## src/rtl/core/slsd_pkg.sv

```systemverilog
// Shared types, constants and the log2 fraction table for sound level statistics.
package slsd_pkg;

  typedef enum logic [1:0] {
    BandLow    = 2'd0,
    BandMedium = 2'd1,
    BandHigh   = 2'd2
  } band_e;

  typedef enum logic [2:0] {
    CfgLedThreshold   = 3'd0,
    CfgBaselineSample = 3'd1,
    CfgReferenceLevel = 3'd2,
    CfgMinValidSample = 3'd3,
    CfgMediumStart    = 3'd4,
    CfgHighStart      = 3'd5
  } cfg_idx_e;

  localparam int unsigned CfgIdxW = 3;
  localparam int unsigned LevelW = 11;
  localparam int unsigned FloorW = 14;
  localparam int unsigned ElapsedW = 16;
  localparam int unsigned ExpW = 5;
  localparam int unsigned FracW = 16;
  localparam int unsigned LogW = 21;
  localparam int unsigned ProdW = 44;
  localparam int unsigned SumW = 12;
  localparam int unsigned OutTimeW = 32;

  localparam int unsigned ResetLedThreshold = 800;
  localparam int unsigned ResetBaseline = 792;
  localparam int unsigned ResetReference = 400;
  localparam int unsigned ResetMinValid = 50;
  localparam int unsigned ResetMediumStart = 600;
  localparam int unsigned ResetHighStart = 900;

  localparam logic [LevelW-1:0] LevelMin = 11'd300;
  localparam logic [LevelW-1:0] LevelMax = 11'd1100;
  localparam logic [FloorW-1:0] FloorNone = 14'd9990;
  localparam logic [ProdW-1:0] LogScale = 44'd3945660;

  localparam int unsigned QueueDepth = 2;

  localparam logic [16:0] Log2Frac [17] = '{
    17'd0, 17'd5732, 17'd11136, 17'd16248, 17'd21098, 17'd25711, 17'd30109,
    17'd34312, 17'd38336, 17'd42196, 17'd45904, 17'd49472, 17'd52911,
    17'd56229, 17'd59434, 17'd62534, 17'd65536
  };

endpackage

```

## src/rtl/core/slsd_front.sv

```systemverilog
// Front end: configuration registers, log level pipeline, band and flag classification.
module slsd_front #(
  parameter int unsigned SampleBits = 12,
  parameter int unsigned CfgW = 12,
  parameter int unsigned ItemW = 43
) (
  input  logic                                clk_i,
  input  logic                                rst_ni,
  input  logic                                cfg_we_i,
  input  logic [slsd_pkg::CfgIdxW-1:0]        cfg_idx_i,
  input  logic [CfgW-1:0]                     cfg_wdata_i,
  input  logic                                in_valid_i,
  output logic                                in_ready_o,
  input  logic [SampleBits-1:0]               sample_i,
  input  logic [slsd_pkg::ElapsedW-1:0]       elapsed_ms_i,
  output logic                                item_valid_o,
  input  logic                                item_ready_i,
  output logic [ItemW-1:0]                    item_data_o
);

  localparam int unsigned XW = CfgW + 1;
  localparam int unsigned SideW = SampleBits + slsd_pkg::ElapsedW + 2;
  localparam int unsigned NumStages = 5;

  logic [CfgW-1:0] thr_q, base_q, minv_q;
  logic [slsd_pkg::LevelW-1:0] ref_q, med_q, high_q;

  always_ff @(posedge clk_i or negedge rst_ni) begin
    if (!rst_ni) begin
      thr_q  <= CfgW'(slsd_pkg::ResetLedThreshold);
      base_q <= CfgW'(slsd_pkg::ResetBaseline);
      minv_q <= CfgW'(slsd_pkg::ResetMinValid);
      ref_q  <= slsd_pkg::LevelW'(slsd_pkg::ResetReference);
      med_q  <= slsd_pkg::LevelW'(slsd_pkg::ResetMediumStart);
      high_q <= slsd_pkg::LevelW'(slsd_pkg::ResetHighStart);
    end else if (cfg_we_i) begin
      unique case (slsd_pkg::cfg_idx_e'(cfg_idx_i))
        slsd_pkg::CfgLedThreshold:   thr_q  <= CfgW'(cfg_wdata_i[SampleBits-1:0]);
        slsd_pkg::CfgBaselineSample: base_q <= CfgW'(cfg_wdata_i[SampleBits-1:0]);
        slsd_pkg::CfgReferenceLevel: ref_q  <= cfg_wdata_i[slsd_pkg::LevelW-1:0];
        slsd_pkg::CfgMinValidSample: minv_q <= CfgW'(cfg_wdata_i[SampleBits-1:0]);
        slsd_pkg::CfgMediumStart:    med_q  <= cfg_wdata_i[slsd_pkg::LevelW-1:0];
        slsd_pkg::CfgHighStart:      high_q <= cfg_wdata_i[slsd_pkg::LevelW-1:0];
        default: ;
      endcase
    end
  end

  logic [NumStages-1:0] vld_q;
  logic                 advance;

  assign advance      = !vld_q[NumStages-1] || item_ready_i;
  assign in_ready_o   = advance;
  assign item_valid_o = vld_q[NumStages-1];

  always_ff @(posedge clk_i or negedge rst_ni) begin
    if (!rst_ni) begin
      vld_q <= '0;
    end else if (advance) begin
      vld_q <= {vld_q[NumStages-2:0], in_valid_i};
    end
  end

  // stage A: flags and distance from baseline
  logic [CfgW-1:0]  sx, delta;
  logic [SideW-1:0] side_in;
  logic [XW-1:0]    x_d;

  always_comb begin
    sx      = CfgW'(sample_i);
    delta   = (sx >= base_q) ? sx - base_q : base_q - sx;
    x_d     = XW'(delta) + XW'(1);
    side_in = {sample_i, elapsed_ms_i, (sx > thr_q), (sx > minv_q)};
  end

  logic [SideW-1:0] side_q [NumStages];
  logic [XW-1:0]    a_x_q;

  always_ff @(posedge clk_i) begin
    if (advance) begin
      side_q[0] <= side_in;
      for (int i = 1; i < NumStages; i++) begin
        side_q[i] <= side_q[i-1];
      end
      a_x_q <= x_d;
    end
  end

  // stage B: leading one and normalized fraction
  logic [slsd_pkg::ExpW-1:0]  e_d;
  logic [32:0]                shifted;
  logic [slsd_pkg::ExpW-1:0]  b_e_q;
  logic [slsd_pkg::FracW-1:0] b_f_q;

  always_comb begin
    e_d = '0;
    for (int i = 0; i < XW; i++) begin
      if (a_x_q[i]) begin
        e_d = slsd_pkg::ExpW'(i);
      end
    end
    shifted = 33'(a_x_q) << (slsd_pkg::ExpW'(16) - e_d);
  end

  always_ff @(posedge clk_i) begin
    if (advance) begin
      b_e_q <= e_d;
      b_f_q <= shifted[slsd_pkg::FracW-1:0];
    end
  end

  // stage C: table interpolation
  logic [3:0]                idx;
  logic [11:0]               low;
  logic [16:0]               t0, t1, tdiff;
  logic [29:0]               interp;
  logic [slsd_pkg::LogW-1:0] lg_d, c_lg_q;

  always_comb begin
    idx    = b_f_q[15:12];
    low    = b_f_q[11:0];
    t0     = slsd_pkg::Log2Frac[{1'b0, idx}];
    t1     = slsd_pkg::Log2Frac[{1'b0, idx} + 5'd1];
    tdiff  = t1 - t0;
    interp = (30'(tdiff) * 30'(low) + 30'd2048) >> 12;
    lg_d   = slsd_pkg::LogW'(t0) + slsd_pkg::LogW'(interp) + {b_e_q, 16'b0};
  end

  always_ff @(posedge clk_i) begin
    if (advance) begin
      c_lg_q <= lg_d;
    end
  end

  // stage D: scale to tenths of a dB
  logic [slsd_pkg::ProdW-1:0]  prod;
  logic [slsd_pkg::LevelW-1:0] d_raw_q;

  assign prod = slsd_pkg::ProdW'(c_lg_q) * slsd_pkg::LogScale
              + (slsd_pkg::ProdW'(1) << 31);

  always_ff @(posedge clk_i) begin
    if (advance) begin
      d_raw_q <= prod[42:32];
    end
  end

  // stage E: offset, clamp, band
  logic [slsd_pkg::SumW-1:0]   sum;
  logic [slsd_pkg::LevelW-1:0] level_d, e_level_q;
  slsd_pkg::band_e             band_d, e_band_q;

  always_comb begin
    sum = slsd_pkg::SumW'(ref_q) + slsd_pkg::SumW'(d_raw_q);
    if (sum < slsd_pkg::SumW'(slsd_pkg::LevelMin)) begin
      level_d = slsd_pkg::LevelMin;
    end else if (sum > slsd_pkg::SumW'(slsd_pkg::LevelMax)) begin
      level_d = slsd_pkg::LevelMax;
    end else begin
      level_d = sum[slsd_pkg::LevelW-1:0];
    end
    priority if (level_d < med_q) begin
      band_d = slsd_pkg::BandLow;
    end else if (level_d < high_q) begin
      band_d = slsd_pkg::BandMedium;
    end else begin
      band_d = slsd_pkg::BandHigh;
    end
  end

  always_ff @(posedge clk_i) begin
    if (advance) begin
      e_level_q <= level_d;
      e_band_q  <= band_d;
    end
  end

  assign item_data_o = {e_level_q, e_band_q, side_q[NumStages-1]};

endmodule

```

## src/rtl/core/slsd_fifo.sv

```systemverilog
// Two-entry request queue between the front end and the statistics back end.
module slsd_fifo #(
  parameter int unsigned Width = 43
) (
  input  logic             clk_i,
  input  logic             rst_ni,
  input  logic             push_valid_i,
  output logic             push_ready_o,
  input  logic [Width-1:0] push_data_i,
  output logic             pop_valid_o,
  input  logic             pop_ready_i,
  output logic [Width-1:0] pop_data_o
);

  localparam int unsigned Depth = slsd_pkg::QueueDepth;
  localparam int unsigned PtrW = $clog2(Depth);
  localparam int unsigned CntW = $clog2(Depth + 1);

  logic [Width-1:0] mem_q [Depth];
  logic [PtrW-1:0]  wr_ptr_q, wr_ptr_d, rd_ptr_q, rd_ptr_d;
  logic [CntW-1:0]  count_q, count_d;
  logic             push, pop, full;

  assign full         = (count_q == CntW'(Depth));
  assign push_ready_o = !full;
  assign pop_valid_o  = (count_q != '0);
  assign push         = push_valid_i && !full;
  assign pop          = pop_ready_i && pop_valid_o;
  assign pop_data_o   = mem_q[rd_ptr_q];

  always_comb begin
    wr_ptr_d = wr_ptr_q;
    rd_ptr_d = rd_ptr_q;
    count_d  = count_q;
    if (push) begin
      wr_ptr_d = (wr_ptr_q == PtrW'(Depth - 1)) ? '0 : wr_ptr_q + PtrW'(1);
    end
    if (pop) begin
      rd_ptr_d = (rd_ptr_q == PtrW'(Depth - 1)) ? '0 : rd_ptr_q + PtrW'(1);
    end
    if (push && !pop) begin
      count_d = count_q + CntW'(1);
    end else if (pop && !push) begin
      count_d = count_q - CntW'(1);
    end
  end

  always_ff @(posedge clk_i or negedge rst_ni) begin
    if (!rst_ni) begin
      wr_ptr_q <= '0;
      rd_ptr_q <= '0;
      count_q  <= '0;
    end else begin
      wr_ptr_q <= wr_ptr_d;
      rd_ptr_q <= rd_ptr_d;
      count_q  <= count_d;
    end
  end

  always_ff @(posedge clk_i) begin
    if (push) begin
      mem_q[wr_ptr_q] <= push_data_i;
    end
  end

`ifndef SYNTH
  a_count_bound: assert property (@(posedge clk_i) disable iff (!rst_ni)
    count_q <= CntW'(Depth)) else $error("queue count above depth");
  a_count_step: assert property (@(posedge clk_i) disable iff (!rst_ni)
    (push && !pop) |=> (count_q == $past(count_q) + CntW'(1)))
    else $error("queue count missed a push");
  a_ptr_gap: assert property (@(posedge clk_i) disable iff (!rst_ni)
    (count_q == '0) |-> (wr_ptr_q == rd_ptr_q)) else $error("empty queue pointers differ");
`endif

endmodule

```

## src/rtl/core/slsd_back.sv

```systemverilog
// Back end: peak, floor and band time statistics with the result register.
module slsd_back #(
  parameter int unsigned SampleBits = 12,
  parameter int unsigned TimeBits = 32,
  parameter int unsigned ItemW = 43
) (
  input  logic                                clk_i,
  input  logic                                rst_ni,
  input  logic                                item_valid_i,
  output logic                                item_ready_o,
  input  logic [ItemW-1:0]                    item_data_i,
  output logic                                out_valid_o,
  input  logic                                out_ready_i,
  output logic [slsd_pkg::LevelW-1:0]         level_tenths_o,
  output logic                                over_threshold_o,
  output logic [1:0]                          band_o,
  output logic [slsd_pkg::LevelW-1:0]         max_level_o,
  output logic [SampleBits-1:0]               max_sample_o,
  output logic [slsd_pkg::FloorW-1:0]         min_level_o,
  output logic [SampleBits-1:0]               min_sample_o,
  output logic [slsd_pkg::OutTimeW-1:0]       low_ms_o,
  output logic [slsd_pkg::OutTimeW-1:0]       medium_ms_o,
  output logic [slsd_pkg::OutTimeW-1:0]       high_ms_o
);

  logic [slsd_pkg::LevelW-1:0]   it_level;
  logic [1:0]                    it_band_bits;
  slsd_pkg::band_e               it_band;
  logic [SampleBits-1:0]         it_sample;
  logic [slsd_pkg::ElapsedW-1:0] it_elapsed;
  logic                          it_over, it_floor_ok;

  assign {it_level, it_band_bits, it_sample, it_elapsed, it_over, it_floor_ok} = item_data_i;
  assign it_band = slsd_pkg::band_e'(it_band_bits);

  logic out_valid_q, pop;

  assign pop          = item_valid_i && (!out_valid_q || out_ready_i);
  assign item_ready_o = pop;
  assign out_valid_o  = out_valid_q;

  logic [slsd_pkg::LevelW-1:0] level_q, peak_q;
  logic                        over_q;
  slsd_pkg::band_e             band_q;
  logic [SampleBits-1:0]       peak_s_q, floor_s_q;
  logic [slsd_pkg::FloorW-1:0] floor_q;
  logic [TimeBits-1:0]         quiet_q, moderate_q, loud_q, acc_sel, acc_new;
  logic [TimeBits:0]           acc_sum;

  always_comb begin
    unique case (it_band)
      slsd_pkg::BandLow:    acc_sel = quiet_q;
      slsd_pkg::BandMedium: acc_sel = moderate_q;
      default:              acc_sel = loud_q;
    endcase
    acc_sum = (TimeBits + 1)'(acc_sel) + (TimeBits + 1)'(it_elapsed);
    acc_new = acc_sum[TimeBits] ? '1 : acc_sum[TimeBits-1:0];
  end

  always_ff @(posedge clk_i or negedge rst_ni) begin
    if (!rst_ni) begin
      out_valid_q <= 1'b0;
      peak_q      <= '0;
      peak_s_q    <= '0;
      floor_q     <= slsd_pkg::FloorNone;
      floor_s_q   <= '1;
      quiet_q     <= '0;
      moderate_q  <= '0;
      loud_q      <= '0;
    end else begin
      out_valid_q <= pop || (out_valid_q && !out_ready_i);
      if (pop) begin
        unique case (it_band)
          slsd_pkg::BandLow:    quiet_q    <= acc_new;
          slsd_pkg::BandMedium: moderate_q <= acc_new;
          default:              loud_q     <= acc_new;
        endcase
        if (it_level > peak_q) begin
          peak_q   <= it_level;
          peak_s_q <= it_sample;
        end
        if ((slsd_pkg::FloorW'(it_level) < floor_q) && it_floor_ok) begin
          floor_q   <= slsd_pkg::FloorW'(it_level);
          floor_s_q <= it_sample;
        end
      end
    end
  end

  always_ff @(posedge clk_i) begin
    if (pop) begin
      level_q <= it_level;
      over_q  <= it_over;
      band_q  <= it_band;
    end
  end

  logic [63:0] quiet_ext, moderate_ext, loud_ext;

  assign quiet_ext    = 64'(quiet_q);
  assign moderate_ext = 64'(moderate_q);
  assign loud_ext     = 64'(loud_q);

  assign level_tenths_o   = level_q;
  assign over_threshold_o = over_q;
  assign band_o           = 2'(band_q);
  assign max_level_o      = peak_q;
  assign max_sample_o     = peak_s_q;
  assign min_level_o      = floor_q;
  assign min_sample_o     = floor_s_q;
  assign low_ms_o         = quiet_ext[slsd_pkg::OutTimeW-1:0];
  assign medium_ms_o      = moderate_ext[slsd_pkg::OutTimeW-1:0];
  assign high_ms_o        = loud_ext[slsd_pkg::OutTimeW-1:0];

`ifndef SYNTH
  a_peak_rises: assert property (@(posedge clk_i) disable iff (!rst_ni)
    $past(rst_ni) |-> (peak_q >= $past(peak_q))) else $error("peak level dropped");
  a_floor_falls: assert property (@(posedge clk_i) disable iff (!rst_ni)
    $past(rst_ni) |-> (floor_q <= $past(floor_q))) else $error("floor level rose");
  a_times_one_band: assert property (@(posedge clk_i) disable iff (!rst_ni)
    !pop |=> ($stable(quiet_q) && $stable(moderate_q) && $stable(loud_q)))
    else $error("band time moved without a request");
  a_hold_result: assert property (@(posedge clk_i) disable iff (!rst_ni)
    (out_valid_q && !out_ready_i) |=> ($stable(level_q) && $stable(peak_q)))
    else $error("result changed while stalled");
`endif

endmodule

```

## src/rtl/core/sound_level_statistics.sv

```systemverilog
// Top level of the sound level statistics block.
//
//   channel  direction  handshake                    payload
//   cfg      in         cfg_we_i                     cfg_idx_i, cfg_wdata_i
//   in       in         in_valid_i / in_ready_o      sample_i, elapsed_ms_i
//   out      out        out_valid_o / out_ready_i    level_tenths_o .. high_ms_o
//
// One request per cycle sustained while out_ready_i holds high; each
// request passes the five-stage log pipeline, the queue and the result
// register in turn. The statistics registers update once per request.
// Reset clears statistics to their idle values and loads default settings.
// A stalled result holds the back end; the two-entry queue then fills and
// stops the log pipeline, which in turn drops in_ready_o.
module sound_level_statistics #(
  parameter int unsigned SAMPLE_BITS = 12,
  parameter int unsigned TIME_BITS = 32
) (
  input  logic                                clk_i,
  input  logic                                rst_ni,
  input  logic                                cfg_we_i,
  input  logic [slsd_pkg::CfgIdxW-1:0]        cfg_idx_i,
  input  logic [((SAMPLE_BITS > 11) ? SAMPLE_BITS : 11)-1:0] cfg_wdata_i,
  input  logic                                in_valid_i,
  output logic                                in_ready_o,
  input  logic [SAMPLE_BITS-1:0]              sample_i,
  input  logic [slsd_pkg::ElapsedW-1:0]       elapsed_ms_i,
  output logic                                out_valid_o,
  input  logic                                out_ready_i,
  output logic [slsd_pkg::LevelW-1:0]         level_tenths_o,
  output logic                                over_threshold_o,
  output logic [1:0]                          band_o,
  output logic [slsd_pkg::LevelW-1:0]         max_level_o,
  output logic [SAMPLE_BITS-1:0]              max_sample_o,
  output logic [slsd_pkg::FloorW-1:0]         min_level_o,
  output logic [SAMPLE_BITS-1:0]              min_sample_o,
  output logic [slsd_pkg::OutTimeW-1:0]       low_ms_o,
  output logic [slsd_pkg::OutTimeW-1:0]       medium_ms_o,
  output logic [slsd_pkg::OutTimeW-1:0]       high_ms_o
);

  localparam int unsigned CfgW = (SAMPLE_BITS > 11) ? SAMPLE_BITS : 11;
  localparam int unsigned ItemW = slsd_pkg::LevelW + 2 + SAMPLE_BITS
                                + slsd_pkg::ElapsedW + 2;

  logic             fr_valid, fr_ready, bk_valid, bk_ready;
  logic [ItemW-1:0] fr_data, bk_data;

  slsd_front #(
    .SampleBits(SAMPLE_BITS),
    .CfgW      (CfgW),
    .ItemW     (ItemW)
  ) u_front (
    .clk_i       (clk_i),
    .rst_ni      (rst_ni),
    .cfg_we_i    (cfg_we_i),
    .cfg_idx_i   (cfg_idx_i),
    .cfg_wdata_i (cfg_wdata_i),
    .in_valid_i  (in_valid_i),
    .in_ready_o  (in_ready_o),
    .sample_i    (sample_i),
    .elapsed_ms_i(elapsed_ms_i),
    .item_valid_o(fr_valid),
    .item_ready_i(fr_ready),
    .item_data_o (fr_data)
  );

  slsd_fifo #(
    .Width(ItemW)
  ) u_fifo (
    .clk_i       (clk_i),
    .rst_ni      (rst_ni),
    .push_valid_i(fr_valid),
    .push_ready_o(fr_ready),
    .push_data_i (fr_data),
    .pop_valid_o (bk_valid),
    .pop_ready_i (bk_ready),
    .pop_data_o  (bk_data)
  );

  slsd_back #(
    .SampleBits(SAMPLE_BITS),
    .TimeBits  (TIME_BITS),
    .ItemW     (ItemW)
  ) u_back (
    .clk_i           (clk_i),
    .rst_ni          (rst_ni),
    .item_valid_i    (bk_valid),
    .item_ready_o    (bk_ready),
    .item_data_i     (bk_data),
    .out_valid_o     (out_valid_o),
    .out_ready_i     (out_ready_i),
    .level_tenths_o  (level_tenths_o),
    .over_threshold_o(over_threshold_o),
    .band_o          (band_o),
    .max_level_o     (max_level_o),
    .max_sample_o    (max_sample_o),
    .min_level_o     (min_level_o),
    .min_sample_o    (min_sample_o),
    .low_ms_o        (low_ms_o),
    .medium_ms_o     (medium_ms_o),
    .high_ms_o       (high_ms_o)
  );

endmodule
```

## config.mk

```make
export PLATFORM = sky130hd
export DESIGN_NAME = sound_level_statistics
export DESIGN_NICKNAME = d
export VERILOG_FILES = /design/src/rtl/core/slsd_pkg.sv /design/src/rtl/core/slsd_front.sv /design/src/rtl/core/slsd_fifo.sv /design/src/rtl/core/slsd_back.sv /design/src/rtl/core/sound_level_statistics.sv
export SDC_FILE = /design/constraint.sdc
export NUM_CORES = 2
export LEC_CHECK = 0
export ABC_AREA = 0
export CAP_MARGIN = 20
export CORE_UTILIZATION = 45
export DETAILED_ROUTE_END_ITERATION = 8
export DONT_BUFFER_PORTS = 1
export GPL_TIMING_DRIVEN = 0
export PLACE_DENSITY = 0.7
export SYNTH_ARGS = -nofsm -noshare
export SYNTH_HDL_FRONTEND = slang
export SYNTH_SLANG_ARGS = --single-unit
```

## constraint.sdc

```tcl
create_clock -name clk_i -period 12.95 [get_ports clk_i]
set_clock_uncertainty 0.2 [all_clocks]
set_input_delay 2.59 -clock clk_i [delete_from_list [all_inputs] [get_ports clk_i]]
set_output_delay 2.59 -clock clk_i [all_outputs]
set_load 0.005 [all_outputs]
```

---- After elaboration in Yosys (flattened, before gate mapping) ----
Memories as Yosys holds them, arrays and structs flattened.
Index checks and enable logic that the tools add are counted.
word-level totals
  bits in read-only memories .............. 1088
  memory bits (writable) .................. 236
  output and inout port bits .............. 161
  flip-flop bits (word level) ............. 315
  memories ................................ 4
cells by class
  muxes and demuxes ....................... 30
  $mul .................................... 2
  equality and inequality tests ........... 7
  shift-type cells ........................ 1
  reductions and logical operators ........ 32
  add/sub/neg operators ................... 16
  bitwise gates (word level) .............. 3
  $lt $le $gt $ge ......................... 11
memories
  memory            depth  bits a word  rd ports  clocked after Yosys merged registers in  wr ports  RTL line           RTL
  (name not given)  32     17           1         0                                        0         slsd_front.sv:122  t0 = slsd_pkg::Log2Frac[{1'b0, idx}];
  (name not given)  32     17           1         0                                        0         slsd_front.sv:123  t1 = slsd_pkg::Log2Frac[{1'b0, idx} + 5'd1];
  u_front.side_q    5      30           5         0                                        5         slsd_front.sv:76   logic [SideW-1:0] side_q [NumStages];
  u_fifo.mem_q      2      43           1         0                                        1         slsd_fifo.sv:19    logic [Width-1:0] mem_q [Depth];
operator list
  cell                                                                                number
  17-bit 2-to-1 mux                                                                   4
  32-bit case mux with 2 select lines                                                 1
  43-bit by 32-bit adder with 43-bit output (second input constant)                   1
  21-bit by 20-bit multiplier with 41-bit output (second input constant)              1
  32-bit by 16-bit adder with 33-bit output                                           1
  32-bit 2-to-1 mux                                                                   1
  29-bit by 12-bit adder with 30-bit output (second input constant)                   1
  17-bit by 12-bit multiplier with 29-bit output                                      1
  12-bit greater-than comparator                                                      2
  12-bit subtractor                                                                   2
  11-bit less-than comparator                                                         2
  11-bit 2-to-1 mux                                                                   2
  2-bit AND reduction                                                                 11
  21-bit adder                                                                        1
  4-bit 2-to-1 mux                                                                    5
  17-bit by 18-bit adder with 19-bit output                                           1
  17-bit subtractor                                                                   1
  13-bit by 5-bit << shifter with 16-bit output                                       1
  11-bit by 14-bit less-than comparator with 1-bit output                             1
  12-bit by 1-bit adder with 13-bit output (second input constant)                    1
  11-bit by 11-bit adder with 12-bit output                                           1
  12-bit greater-or-equal comparator                                                  1
  6-bit greater-or-equal comparator (second input constant)                           2
  12-bit by 11-bit greater-than comparator with 1-bit output (second input constant)  1
  26 further kinds                                                                    56

---- Depth between registers and ports, before layout ----
  word-level depth ........................ 14
  depth in mapped cells ................... 52
  gate-level depth less buffers ........... 50

---- Cells and area by module ----
A second synthesis with hierarchy kept.
unflattened totals
  cells, all modules ...................... 3811
  area, all modules ....................... 42341.9 µm²
by module, submodules not included
  module      times used  cells each  sequential area each (µm²)  area each (µm²)
  slsd_front  1           2891        8724.6                      30658.2
  slsd_back   1           768         4046.4                      8185.4
  slsd_fifo   1           152         2682.6                      3498.4

---- Least setup slack after synthesis ----
OpenSTA, ideal clock, no wires.
  path kind ............................... register -> register
  start point ............................. register u_front.b_f_q[13] (netlist name)
  end point ............................... register u_front.c_lg_q[20] (netlist name) (data pin)
  period minus slack after synthesis ...... 11.475 ns
  stages on the path, launching flop included .. 50
  setup slack ............................. 1.475 ns
  arrival time ............................ 11.020 ns
  data required time ...................... 12.495 ns
  cell sequence ........................... edfxtp_1 > clkbuf_1 > clkinv_1 > ha_1 > clkbuf_1 > a2111oi_0 > ha_1 > nor2b_1 > o21ai_0 > a21boi_0 > o21ai_0 > a21boi_0 > o2111ai_1 > nand3_1 > nor2_1 > xnor2_1 > clkbuf_1 > and2_1 > [14 not listed] > o21a_1 > nor2_1 > ha_1 > a21o_1 > a21oi_1 > o21bai_1 > a21oi_1 > nor2b_1 > o21a_1 > o31a_1 > o41ai_1 > o21ai_0 > a41o_1 > xor2_1 > ha_1 > fa_1 > a21oi_1 > nor2b_1
between the ends
  longest elaborated chain between the ends .. 10
RTL lines
  item                                                    RTL line           RTL
  from (decl)                                             slsd_front.sv:93   logic [slsd_pkg::FracW-1:0] b_f_q;
  from (signal assigned)                                  slsd_front.sv:108  b_f_q <= shifted[slsd_pkg::FracW-1:0];
  4-bit by 1-bit adder with 5-bit output                  slsd_front.sv:123
  5-bit inverter with 6-bit output (not written as such)  slsd_front.sv:123
  memory read 32 x 17 bit                                 n/a
  17-bit 2-to-1 mux (not written as such) (2 in a row)    slsd_front.sv:123
  17-bit subtractor                                       slsd_front.sv:124  tdiff = t1 - t0;
  17-bit by 12-bit multiplier with 29-bit output          slsd_front.sv:125  interp = (30'(tdiff) * 30'(low) + 30'd2048) >> 12;
  29-bit by 12-bit adder with 30-bit output               slsd_front.sv:125
  17-bit by 18-bit adder with 19-bit output (*)           slsd_front.sv:126  lg_d = slsd_pkg::LogW'(t0) + slsd_pkg::LogW'(interp) + {b_e_q, 16'b0};
  21-bit adder (*)                                        slsd_front.sv:126
  net u_front.lg_d, one bit                               slsd_front.sv:117  logic [slsd_pkg::LogW-1:0] lg_d, c_lg_q;
  to (signal assigned)                                    slsd_front.sv:131  c_lg_q <= lg_d;
  to (decl)                                               slsd_front.sv:117
The timed path passes the listed nets; every way through them passes the cells marked *. The select of a mux whose other input is x is not followed.
A chain may end at the register's enable or synchronous reset.

---- Worst setup path in the final report ----
Same ends and word-level chain as after synthesis.

==> metrics.md <==
| Metric | Value |
|---|---|
| Die extent in x | `304.9 um` |
| Post-synthesis area per instance | `10.94 um2` |
| Num ports | `209` |
| Slack of the worst reg-to-reg path | `~0.72 ns` |
| Placed instance area | `about 43000 um2` |
| Remaining Overflow, GRT | `0` |
| Maximum number of pins on one net before global-route repair | `223` |
| Launch instance of the worst min-delay path | `u_front.side_q[0][78]` |
| Worst-skew pair later-pin latency | `0.62 ns` |
| Distinct cell type count after synthesis | `90` |
| Final setup violation count | `0` |
| Fraction of layout cells with a size suffix above 1 | `9.452%` |
| Yosys warning total | `0` |
| TritonCTS clock tree | `built` |
| First-pass iteration count of the detailed router | `5` |
| Final Slew Violations | `0` |
| Register area share after synthesis | `37.43%` |
| Cell area after synthesis | `41290 um2` |
| Highest achievable clock rate | `81.77 MHz` |
| Highest-count cells in the layout ignoring fill and taps | `sky130_fd_sc_hd__inv_1, sky130_fd_sc_hd__ha_1, sky130_fd_sc_hd__edfxtp_1, sky130_fd_sc_hd__fa_1, sky130_fd_sc_hd__nand2_1` |
| # rows | `110` |
| Area of combinational cells with multiple inputs | `23440 um2` |
| Final cycle utilization of the critical path | `94.43%` |
| Crit path DAT | `12.39 ns` |
| End of the worst hold path | `u_front.side_q[0][108]` |
| Port Buf Inserts | `0` |
| Root buffer cell | `sky130_fd_sc_hd__clkbuf_16` |
| CTS Buf Count | `55` |
| Worst path required time | `13.11 ns` |
| Hold violation total from the final report | `0` |
| Number of enable flip-flop cells after synthesis | `roughly 330` |
| Post-DP HPWL | `70770 um` |
| Area of the core | `90420 um2` |
| Maximum clock insertion buffer count | `3` |
| Vias in the first global route | `27550` |
| Post-layout instance area | `around 45000 um2` |
| Vertical die dimension | `304.9 um` |
| Final routed DRC violation total | `0` |
| Cell count of the worst hold path | `0` |
| Worst Setup Start Kind | `register` |
| Min Clock Period, post-route | `12.23 ns` |
| Initial Utilization | `45.66%` |
| Number of violations of the max-capacitance limit | `0` |
| Status | `complete, no violations` |
| Post-synthesis async set-or-reset flop share | `roughly two fifths` |
| Most frequent standard cell in the layout excluding fill and tap cells | `sky130_fd_sc_hd__inv_1` |
| Clock slew at the register clock pins of the worst setup and hold paths | `0.07 ns` |
| Via/cell ratio | `between 5 and 6` |
| Total track usage | `19.82%` |
| Count of nets after finishing | `4697` |
| Kind of end point of the critical path | `register` |
| Actual transition at the worst max-transition pin | `1.121 ns` |
| Fill cells | `about 8000` |
| Violation count after the first detailed-route iteration | `1762` |
| Largest driver fanout on the critical path | `11` |
| Total number of vias | `about 27000` |
| H-tree depth reported by CTS | `2` |
| Sequential cell area | `~15000 um2` |
| Critical path type | `register to register` |
| Last weighted congestion value of the routability-driven placer | `0.9047` |
| Cell at the slowest stage of the critical path | `sky130_fd_sc_hd__fa_1` |
| Growth of design area from synthesis to finish | `9.403%` |
| Max incr delay on CP | `about 0.54 ns` |
| Dpl cells | `just under 5000` |
| Die area | `~93000 um2` |
| Final cell count without fillers | `slightly above 5000` |
| Kind of path behind the tightest hold check | `register to register` |
| Global-route wire length before repair | `148700 um` |
| Register bit count reported by yosys | `550` |
| Initial antenna violation count | `8` |
| Most instantiated flip-flop cell in the synthesis netlist | `sky130_fd_sc_hd__edfxtp_1` |
| CTS Sinks | `550` |
| Slew Limit Headroom | `24.92%` |
| R2R Path Start | `u_front.b_f_q[13]` |
| Synth Instances | `approximately 3800` |
| WL per Instance | `17.94 um` |
| Final wirelength | `about 91000 um` |
| Detail Route Antenna Nets | `0` |
| Accumulated negative setup slack | `0 ns` |
| R2r endpoint | `u_front.c_lg_q[20]` |
| Worst reg-to-reg path cell count | `49` |
-- registers in the layout, summed over array words and instances (netlist names), 12 cells and up --
name / cells
u_front.side_q: 150
u_fifo.mem_q: 86
u_back.high_ms_o: 32
u_back.low_ms_o: 32
u_back.medium_ms_o: 32
u_front.c_lg_q: 21
u_front.b_f_q: 16
u_front.a_x_q: 13
u_back.max_sample_o: 12
u_back.min_level_o: 12
u_back.min_sample_o: 12
u_front.base_q: 12
u_front.minv_q: 12
u_front.thr_q: 12
-- repair_timing --
action | in CTS | in global routing
pin swaps | 0 | 1
hold buffers | 0 | 0
buffers inserted | 0 | 5
setup endpoints to repair | 5 | 5
resized for setup | 6 | 43
-- worst max-delay path by stage --
stage / start / cells past startpoint / to
global route: u_front.b_f_q[13] / 52 / u_front.c_lg_q[19]
finish: u_front.b_f_q[13] / 49 / u_front.c_lg_q[20]
CTS: u_front.b_f_q[12] / 51 / u_front.c_lg_q[20]
floorplan: u_front.b_f_q[13] / 49 / u_front.c_lg_q[20]
detailed placement: u_front.b_f_q[13] / 50 / u_front.c_lg_q[20]
global placement: u_front.b_f_q[13] / 49 / u_front.c_lg_q[20]
-- critical path: cells and delay by family (launching register included) --
family | cells | cell delay (ns)
AO/OA/AOI/OAI | 24 | 4.98
XOR/XNOR | 3 | 0.51
adder cells (fa/ha/maj) | 10 | 4.09
buffers and inverters | 8 | 1.11
flip-flops | 1 | 0.47
AND/OR/NAND/NOR | 4 | 0.58
-- synthesized netlist by cell type (all sizes together), types with 10 or more instances --
library cell / n / area share (%)
nand2: 266 / 2.4
a31oi: 34 / 0.52
edfxtp: 328 / 24
a21oi: 209 / 2.5
o21a: 23 / 0.42
nor2b: 41 / 0.62
a21o: 50 / 0.91
nor3: 53 / 0.67
dfstp: 39 / 2.5
and3: 13 / 0.20
nand3b: 10 / 0.18
o211ai: 18 / 0.33
or3: 13 / 0.20
inv: 543 / 4.9
o21bai: 17 / 0.31
and2: 103 / 1.6
dfrtp: 183 / 11
clkbuf: 88 / 0.80
mux2: 142 / 3.9
mux2i: 34 / 0.86
xnor2: 88 / 1.9
fa: 326 / 16
o21ai: 115 / 1.4
buf: 25 / 0.30
nand4: 25 / 0.38
xor2: 41 / 0.87
ha: 466 / 14
nor2: 258 / 2.3
nand3: 44 / 0.53
nand2b: 32 / 0.48
a211oi: 22 / 0.41
-- layout make-up --
type                       count  area share [%]
inverter                     545           4.531
multi-input combinational   2569           51.90
sequential                   550           34.21
buffer                       112           1.052
tap                         1176           3.257
clock inverter                30          0.7450
timing repair buffer          24          0.7534
antenna                        5         0.02770
clock buffer                  74           3.529
-- cell families after synthesis --
logic type	count (synthesis)	synth area share (%)
compound gates	573	8.672
xor+xnor	129	2.736
fa+ha+maj	792	29.93
buf+inv	658	6.057
flops	550	37.43
mux	177	4.800
other cells	1	0.009082
simple gates	896	10.38
-- per-layer routing --
metal | vias up | routed length, um | track usage (%)
li1 | 12960 | - | -
met1 | 13540 | 41170 | 27.28
met2 | 760 | 42530 | 32.38
met3 | 142 | 5589 | 3.519
met4 | 4 | 1911 | 4.851
met5 | - | 22 | 0
-- stage by stage --
step / setup WS (ns) / util [%] / hold slack (ns)
3_5_place_dp: -0.8261 / 47.64 / 0.2045
3_3_place_gp: -0.8816 / 47.30 / 0.2007
6_report: 0.7210 / 49.96 / 0.1978
2_1_floorplan: 1.475 / - / 0.2003
4_1_cts: 0.05668 / 49.80 / 0.1927
5_1_grt: -0.01716 / 49.95 / 0.2043
Power is left out: the tool's default activity adds up to more than one toggle a clock period on the data nets, which glitch-free logic cannot reach.
